[src/sv/quaternion_nlerp_unit_defines.svh]
`ifndef QUATERNION_NLERP_UNIT_DEFINES_SVH
`define QUATERNION_NLERP_UNIT_DEFINES_SVH

// Check that cons holds in the same cycle as ante
`define QN_ASSERT_IMP(label, ante, cons, msg) \
  label: assert property (@(posedge clk) disable iff (!rst_n) (ante) |-> (cons)) \
    else $error(msg);

// Check that cons holds in the cycle after ante
`define QN_ASSERT_NXT(label, ante, cons, msg) \
  label: assert property (@(posedge clk) disable iff (!rst_n) (ante) |=> (cons)) \
    else $error(msg);

`endif

[src/sv/qnlerp_pkg.sv]
package qnlerp_pkg;

  localparam int FRAC_BITS_DEF   = 14;
  localparam int QUEUE_DEPTH_DEF = 4;

  localparam int IN_DATA_W  = 152;
  localparam int OUT_DATA_W = 64;
  localparam int COMP_W     = 16;
  localparam int BLEND_W    = 17;
  localparam int MAG_W      = 32;
  localparam int SUM_W      = 65;
  localparam int ROOT_W     = 33;
  localparam int DREM_W     = 34;

  localparam logic [BLEND_W-1:0] BLEND_ONE = 17'd65536;
  localparam logic [COMP_W-1:0]  SAT_POS   = 16'h7fff;
  localparam logic [COMP_W-1:0]  SAT_NEG   = 16'h8000;

  // Per-item data that rides along with the sum of squares
  typedef struct packed {
    logic                  zero;
    logic [3:0]            neg;
    logic [3:0][MAG_W-1:0] mag;
  } qnlerp_pay_t;

  // Entry of the queue between front and back
  typedef struct packed {
    qnlerp_pay_t      pay;
    logic [SUM_W-1:0] sumsq;
  } qnlerp_item_t;

  typedef struct packed {
    logic push;
    logic pop;
  } qnlerp_qreq_t;

  typedef struct packed {
    logic full;
    logic empty;
  } qnlerp_qstat_t;

endpackage

[src/sv/qnlerp_queue.sv]
`include "quaternion_nlerp_unit_defines.svh"

module qnlerp_queue
  import qnlerp_pkg::*;
#(
  parameter int DEPTH = QUEUE_DEPTH_DEF
)(
  input  logic          clk,
  input  logic          rst_n,
  input  qnlerp_qreq_t  req,
  input  qnlerp_item_t  wr_item,
  output qnlerp_qstat_t stat,
  output qnlerp_item_t  rd_item
);

  localparam int PW   = (DEPTH > 1) ? $clog2(DEPTH) : 1;
  localparam int CNTW = $clog2(DEPTH + 1);

  qnlerp_item_t    mem_r [DEPTH];
  logic [PW-1:0]   wp_r, wp_nxt;
  logic [PW-1:0]   rp_r, rp_nxt;
  logic [CNTW-1:0] cnt_r, cnt_nxt;

  assign stat.full  = (cnt_r == CNTW'(DEPTH));
  assign stat.empty = (cnt_r == '0);
  assign rd_item    = mem_r[rp_r];

  // Wrap pointers and track fill
  always_comb begin
    wp_nxt  = wp_r;
    rp_nxt  = rp_r;
    cnt_nxt = cnt_r;
    if (req.push) begin
      wp_nxt = (wp_r == PW'(DEPTH - 1)) ? '0 : wp_r + 1'b1;
    end
    if (req.pop) begin
      rp_nxt = (rp_r == PW'(DEPTH - 1)) ? '0 : rp_r + 1'b1;
    end
    unique case ({req.push, req.pop})
      2'b10:   cnt_nxt = cnt_r + 1'b1;
      2'b01:   cnt_nxt = cnt_r - 1'b1;
      default: cnt_nxt = cnt_r;
    endcase
  end

  always_ff @(posedge clk) begin
    if (!rst_n) begin
      wp_r  <= '0;
      rp_r  <= '0;
      cnt_r <= '0;
    end else begin
      wp_r  <= wp_nxt;
      rp_r  <= rp_nxt;
      cnt_r <= cnt_nxt;
    end
  end

  // Store a transaction
  always_ff @(posedge clk) begin
    if (req.push) begin
      mem_r[wp_r] <= wr_item;
    end
  end

  `QN_ASSERT_IMP(a_no_push_full, req.push, !stat.full, "push into full queue")
  `QN_ASSERT_IMP(a_no_pop_empty, req.pop, !stat.empty, "pop from empty queue")
  `QN_ASSERT_IMP(a_cnt_range, 1'b1, cnt_r <= CNTW'(DEPTH), "queue count out of range")
  `QN_ASSERT_NXT(a_push_fills, req.push && !req.pop, !stat.empty, "pushed item lost")

endmodule

[config.mk]
export PLATFORM = sky130hd
export DESIGN_NAME = qnlerp_queue
export DESIGN_NICKNAME = d
export VERILOG_FILES = /design/src/sv/qnlerp_pkg.sv /design/src/sv/qnlerp_queue.sv
export VERILOG_INCLUDE_DIRS = /design/src /design/src/sv
export SDC_FILE = /design/constraint.sdc
export NUM_CORES = 1
export LEC_CHECK = 0
export BUFFER_PORTS_ARGS = -buffer_cell sky130_fd_sc_hd__buf_2
export CAP_MARGIN = 25
export CORE_MARGIN = 10
export CORE_UTILIZATION = 46
export DETAILED_ROUTE_END_ITERATION = 16
export PLACE_DENSITY_LB_ADDON = 0.1
export SYNTH_ARGS = -nofsm -noshare
export SYNTH_HDL_FRONTEND = slang
export SYNTH_SLANG_ARGS = --single-unit
[constraint.sdc]
create_clock -name clk -period 16.9 [get_ports clk]
set_input_delay 0.845 -clock clk [delete_from_list [all_inputs] [get_ports clk]]
set_output_delay 0.845 -clock clk [all_outputs]
set_load 0.02 [all_outputs]
# Word-level counts from Yosys, hierarchy flattened
# Memories as Yosys holds them, arrays and structs flattened. A register that Yosys moved wholly into a read port is not among the register bits.
# Cells that the tools add are included.
# word_totals
register_bits,7
latchBits,0
ram_bits,792
mem_bits_ro,0
input_bits,202
out_inout_bits,200
memories,1
# op_classes
add_sub_neg,4
multipliers,0
n_div,0
order_cmp,0
eq_ne,5
shift,0
mux,7
bitwise,0
n_reduce_logical,2
# mem_list
name,depth,width,rd,rd_ports_with_merged_regs,wr,line,text
mem_r,4,198,1,1,1,qnlerp_queue.sv:19,qnlerp_item_t mem_r [DEPTH];
# op_table
operator,n
2-to-1 mux 2 bit,4
== test 2 bit (second input constant),3
one-hot mux 3 bit (2 select lines),1
adder 2 x 1 -> 2 bit (second input constant),2
adder 3 x 1 -> 3 bit (second input constant),1
== test 3 bit (second input constant),1
logical NOT 3 bit,1
subtractor 3 x 1 -> 3 bit (second input constant),1
== test 2 x 1 -> 1 bit (second input constant),1
2-to-1 mux 1 bit,2
nonzero test 2 bit,1

# Longest topological paths before layout
# Gate-level depths: netlist (run 1).
# logic_depth
word_depth,4
depth_mapped,7

# Worst setup path after synthesis (run 1)
# OpenSTA, ideal clock, no wires.
# synth_timing
path_kind,input -> register
startpoint,input port req[1] (netlist name)
endpoint,"memory mem_r[0][0] (netlist name), enable pin"
setup_time_ns,0.582
arrival_time_ns,5.338
t_required_ns,16.318
path_slack_ns,10.980
stages,1
n_path_buf,0
cell_sequence,and2_1
# synth_between
elab_chain_cells,2
# synth_rtl
element,line,text
from (decl),qnlerp_queue.sv:10,"input qnlerp_qreq_t req,"
2-to-1 mux 1 bit,qnlerp_queue.sv:60,if (req.push) begin
2-to-1 mux 1 bit (not written as such),qnlerp_queue.sv:61,mem_r[wp_r] <= wr_item;
to (decl),qnlerp_queue.sv:19,
# Every way passes these cells.

==> metrics.yaml, run 1 <==
fmax_ghz: 0.190
post_cts_resized: 0
yosys-top-cells-count: "edfxtp_1, mux4_2, buf_2, buf_6, dfxtp_1"
synth.distinct_cells: 24
grt_first_pass_wirelength_um: 91100
avgSynthCellArea_um2: 26.8
rr_startpoint: "wp_r[0]$_SDFFE_PN0P_"
reg2reg_to: "mem_r[0][191]$_DFFE_PP_"
fin_crit_ns: 5.27
final_antenna_net_count: 0
place_congestion: 0.716
cts_hold_buffers: 0
synth.most_common_cell: "edfxtp_1"
cts-root-buf: "clkbuf_16"
cts_tree: "built"
port_buffers: 401
multi_input_area_um2: 4730
finalHoldViolCount: 0
drc: 0
routedWlPerCell_um: 24.7
dp_hpwl_um: 37300
ir_drop_mv: 0.0981
power_density_nw_per_um2: 126
hold_path.class: "input port to flop"
cts_buffer_depth: 3
first_global_vias: 13900
cts_buffers: 83
core_um2: 62700
antenna_found_initial: 23
ys_ff_latch: 801
clock_latency_ns: 0.61
period_share: 0.312
syn_to_final_growth_pct: 18.8
gr-usage-all-layers: 0.164
dieHeight_um: 271
cp-end-kind: "primary output"
required_ns: 16.06
grt_max_degree: 90
overflow: 0
routed_via_density: 5.28
setup_violations: 0
cp-endpoint: "rd_item[83]"
floorplan.initialDensity: 0.462
max_slew_margin: 0.345
syn_area_um2: 29000
ios: 402
h-tree-depth: 3
num_rows: 92
die_w_um: 271
worst_pin_slew_ns: 0.983
path_clk_slew_ns: 0.06
drtIter0Drc: 1050
async_flop_share: 0
fin_tns_setup_ns: 0
p_leak_nw: 11.5
ys.warnings.count: 0
num_vias: 13000
skew_ns: 0.0176
reg2reg_setup_slack_ns: 13.69
critPathKind: "flop to primary output"
status: "completed"
layout-drive-gt1-share: 0.453
synth.area.top_cells: "edfxtp_1, mux4_2, dfxtp_1, buf_6, buf_2"
fin_nets: 1751
timing_max_transition_violations_final: 0
syn_inst: 1081
maxCapViolations: 0
dp_slack_ns: 12.13
yosys_most_used_dff: "edfxtp_1"
crit_fanout: 63
cts_setup_buffers: 0
drt_first_pass_iters: 4
ff_latch_area_um2: 24000
dieArea_um2: 73500
synth_top_area_share: 0.820
cp-start-kind: "flop"
syn_nets: 1290
rsz0062_at_grt: "no"
fillers: 4778
cts_sinks: 801
r2r_cells: 5
worst_slack_ns: 11.63
worstPathArrival_ns: 4.43
synth_seq_area_share: 0.826
synth_edf_count: 792
drt-total-wl_um: 60700
yosysTopAreaCell: "edfxtp_1"
[flip-flops by register name, indices dropped and copies added, names as in the netlist, named ones only]
name / flops
rp_r: 2
cnt_r: 3
wp_r: 2
mem_r: 792
[worst min path at each step]
| stage | startpoint | to | slack (ns) | depth (start not counted) |
|---|---|---|---|---|
| 5_1_grt | wr_item[49] | mem_r[1][49]$_DFFE_PP_ | 0.42 | 1 |
| 2_1_floorplan | cnt_r[2]$_SDFFE_PN0P_ | cnt_r[2]$_SDFFE_PN0P_ | 0.47 | 2 |
| 3_5_place_dp | cnt_r[2]$_SDFFE_PN0P_ | cnt_r[2]$_SDFFE_PN0P_ | 0.51 | 2 |
| 4_1_cts | wr_item[88] | mem_r[0][88]$_DFFE_PP_ | 0.39 | 1 |
| 3_3_place_gp | cnt_r[2]$_SDFFE_PN0P_ | cnt_r[2]$_SDFFE_PN0P_ | 0.49 | 2 |
| 6_report | wr_item[88] | mem_r[2][88]$_DFFE_PP_ | 0.44 | 1 |
[kinds of logic (layout without fill, tap and decap cells)]
group	after synthesis	after routing	share of synthesized area
AO/OA/AOI/OAI	5	5	0.00104
adder cells (fa/ha/maj)	7	7	0.00328
buffers and inverters	50	574	0.0113
XOR/XNOR	2	2	0.000604
AND/OR/NAND/NOR	16	16	0.00341
multiplexers	200	200	0.154
flip-flops	801	801	0.826
other	0	6	0
[where the power goes]
part | internal (mW) | switching (mW)
sequential | 2.27 | 0.0188
clock | 0.962 | 0.706
combinational | 0.153 | 0.245
total | 3.38 | 0.970
[critical path, cell delays in order, from the launching register on]
cell	delay, ns
dfxtp_4	0.70
buf_4	0.62
buf_4	0.84
buf_4	0.84
mux4_2	0.42
buf_2	0.18
[layer usage]
layer,part of all wire,GRT usage,vias to the layer above
met5,0.0040,0,-
met3,0.080,0.0593,104
li1,-,-,5649
met1,0.39,0.207,6828
met4,0.018,0.0462,40
met2,0.50,0.266,343
[per-stage QoR]
| step | area, um2 | std cells | power, mW | utilization | hold slack, ns |
|---|---|---|---|---|---|
| final | 34500 | 2457 | 4.35 | 0.550 | 0.442 |
| after global routing | 34500 | 2452 | 4.52 | 0.549 | 0.419 |
| after CTS | 34400 | 2450 | 4.42 | 0.549 | 0.394 |
| after detailed placement | 31900 | 2302 | 2.74 | 0.509 | 0.507 |
| after global placement | 31900 | 2302 | 2.73 | 0.509 | 0.491 |
| after floorplan | 29000 | 1081 | 2.59 | - | 0.473 |
[area by class of cell]
type,instances,area share
sequential,801,0.695
tap,846,0.0307
timing repair buffer,420,0.0633
multi-input combinational,230,0.137
inverter,6,0.000653
clock inverter,37,0.00719
antenna,6,0.000436
clock buffer,111,0.0651
[cell usage in the layout, fill, tap and decap left out]
| master | n |
|---|---|
| a21boi_0 | 1 |
| a21oi_1 | 1 |
| and2_1 | 2 |
| and2_4 | 4 |
| and3_1 | 1 |
| buf_12 | 1 |
| buf_16 | 1 |
| buf_2 | 401 |
| buf_4 | 17 |
| bufinv_16 | 2 |
| clkbuf_1 | 25 |
| clkbuf_16 | 86 |
| clkinv_1 | 20 |
| clkinv_2 | 11 |
| clkinv_8 | 3 |
| dfxtp_1 | 7 |
| dfxtp_4 | 2 |
| diode_2 | 6 |
| edfxtp_1 | 792 |
| fa_1 | 1 |
| ha_1 | 6 |
| inv_1 | 6 |
| inv_6 | 1 |
| mux2i_1 | 2 |
| mux4_2 | 198 |
| nand2_1 | 1 |
| nor2b_1 | 4 |
| nor3_1 | 1 |
| nor3b_1 | 2 |
| o21a_1 | 1 |
| o21ai_0 | 2 |
| or3_1 | 1 |
| xnor2_1 | 1 |
| xor2_1 | 1 |
No activity file was read; power rests on OpenSTA's default activity.
==> inputs of run 2 (changes only) <==
==> constraint.sdc (replaced) <==
create_clock -name clk -period 5.2 [get_ports clk]
set_input_delay 0.26 -clock clk [delete_from_list [all_inputs] [get_ports clk]]
set_output_delay 0.26 -clock clk [all_outputs]
set_load 0.02 [all_outputs]
==> metrics.yaml, run 2 (synthesis results as in run 1) <==
worstPathArrival_ns: 2.82  # -1.61 ns
post_cts_resized: 0  # unchanged
die_w_um: 271  # unchanged
dieArea_um2: 73500  # unchanged
clock_latency_ns: 0.60  # about the same
dp_slack_ns: 2.65  # -9.48 ns
floorplan.initialDensity: 0.462  # unchanged
use_met1: 0.215  # +0.00843
layout-drive-gt1-share: 0.401  # -0.0522
grt_first_pass_wirelength_um: 93100  # +2.2%
cts_sinks: 801  # unchanged
grt-busiest-layer: "met2"
drt_first_pass_iters: 5  # +1
dp_hpwl_um: 36700  # -1.6%
layout.cells.non_filler: 2660  # +8.3%
crit_fanout: 47  # -25%
timing_max_transition_violations_final: 0  # unchanged
fin_nets: 1954  # +12%
gr-usage-all-layers: 0.167  # +0.00315
p_leak_nw: 12.3  # +7.4%
antenna_found_initial: 8  # -65%
cp.depth: 4  # -1
fmax_ghz: 0.324
regMostFlops: "mem_r"
finalHoldViolCount: 0  # unchanged
crit_top_cell: "buf_12"
largest_reg_flops: 792  # unchanged
final_antenna_net_count: 0  # unchanged
cp-end-kind: "primary output"
grt_max_degree: 109  # +21%
power_density_nw_per_um2: 390  # +210%
routed_via_density: 5.17  # -2.1%
final_cell_mix: "edfxtp_1, buf_2, dlygate4sd3_1"
syn_to_final_growth_pct: 26.0
cts_buffer_depth: 3  # unchanged
cts_buffers: 84  # +1.2%
fin_crit_ns: 3.08
slowest_stage: "dfxtp_4"
max_stage_delay_ns: 0.68  # -0.16 ns
crit_family: "buffers and inverters"
cts-root-buf: "clkbuf_16"
num_vias: 13700  # +6.0%
dieHeight_um: 271  # unchanged
reg2reg_setup_slack_ns: 2.85  # -10.84 ns
cts_tree: "built"
path_cells: "buf_12 > buf_12 > mux4_2 > buf_2"
dp.cells: 2305  # +0.13%
max_slew_margin: 0.415  # +0.0705
setup_violations: 0  # unchanged
crit_buf_inv: 3  # -1
rsz0062_at_grt: "no"
met2_usage: 0.272  # +0.00676
worst_pin_slew_ns: 0.877  # -0.106 ns
cp-endpoint: "rd_item[72]"
drc: 0  # unchanged
first_global_vias: 14900  # +7.3%
critPathKind: "flop to primary output"
place_congestion: 0.706  # -1.4%
path_clk_slew_ns: 0.06  # about the same
ios: 402  # unchanged
maxCapViolations: 0  # unchanged
drtIter0Drc: 803  # -24%
skew_ns: 0.0112  # -0.00647 ns
drt-total-wl_um: 61600  # +1.4%
reg_top3: "mem_r (792), cnt_r (3)"
rr_startpoint: "wp_r[0]$_SDFFE_PN0P_"
period_share: 0.593
core_um2: 62700  # unchanged
cts_setup_buffers: 0  # unchanged
fin_tns_setup_ns: 0  # unchanged
ir_drop_mv: 0.285  # +190%
h-tree-depth: 3  # unchanged
mostFrequentLayoutCell: "edfxtp_1"
hold_path.class: "input port to flop"
required_ns: 4.94  # -11.12 ns
status: "completed"
worst_slack_ns: 2.12  # -9.51 ns
routedWlPerCell_um: 23.2  # -6.3%
use_met3: 0.0534  # -0.00598
overflow: 0  # unchanged
num_rows: 92  # unchanged
cp-start-kind: "flop"
r2r_cells: 3  # -2
reg2reg_to: "mem_r[3][33]$_DFFE_PP_"
port_buffers: 401  # unchanged
-- run 2: final cells by class --
type / count / area, um2
fillers: 4617 / 26200
clock buffers: 116 / 2260
flip-flops and latches: 801 / 24000
inverters: 6 / 22.5
well taps: 846 / 1060
clock inverters: 34 / 213
multi-input cells: 230 / 4730
diodes: 5 / 12.5
repair buffers: 622 / 4290
-- run 2: stage by stage --
step | area, um2 | hold slack [ns] | util | total power [mW]
2_1_floorplan | 29000 | 0.359 | - | 8.38
4_1_cts | 36600 | 0.00489 | 0.583 | 14.5
3_5_place_dp | 32100 | 0.476 | 0.511 | 8.92
5_1_grt | 36600 | 0.0491 | 0.583 | 14.8
6_report | 36600 | 0.0492 | 0.583 | 14.3
3_3_place_gp | 32100 | 0.468 | 0.511 | 8.90
-- run 2: worst min-delay path by stage --
| stage | start | to | slack (ns) | cells after the start |
|---|---|---|---|---|
| 2_1_floorplan | wr_item[0] | mem_r[0][0]$_DFFE_PP_ | 0.36 | 0 |
| 3_3_place_gp | wr_item[52] | mem_r[0][52]$_DFFE_PP_ | 0.47 | 1 |
| 3_5_place_dp | wr_item[156] | mem_r[2][156]$_DFFE_PP_ | 0.48 | 1 |
| 4_1_cts | req[0] | flop | 0.005 | 3 |
| 5_1_grt | req[0] | flop | 0.05 | 3 |
| 6_report | req[0] | flop | 0.05 | 3 |
-- run 2: power breakdown --
part           leakage, nW  switching [mW]  internal (mW)
clock                 1.20            2.30           3.09
sequential            7.35          0.0660           7.37
combinational         3.77           0.829          0.606
total                 12.3            3.19           11.1
-- run 2: per-layer routing --
layer | vias to the layer above | share of wire
met3 | 102 | 0.067
met1 | 7248 | 0.41
met4 | 6 | 0.022
met2 | 342 | 0.50
li1 | 6047 | -
met5 | - | 0.00058
-- run 2: timing repair --
item / 4_1_cts / 5_1_grt
setup endpoints to repair: 0 / 0
endpoints found under the hold margin: 801 / 0
hold buffers: 200 / 0
-- run 2: tightest hold or removal path, stage by stage --
cell     delay (ns)
buf_2          0.14
mux2i_1        0.15
nor2b_1        0.06
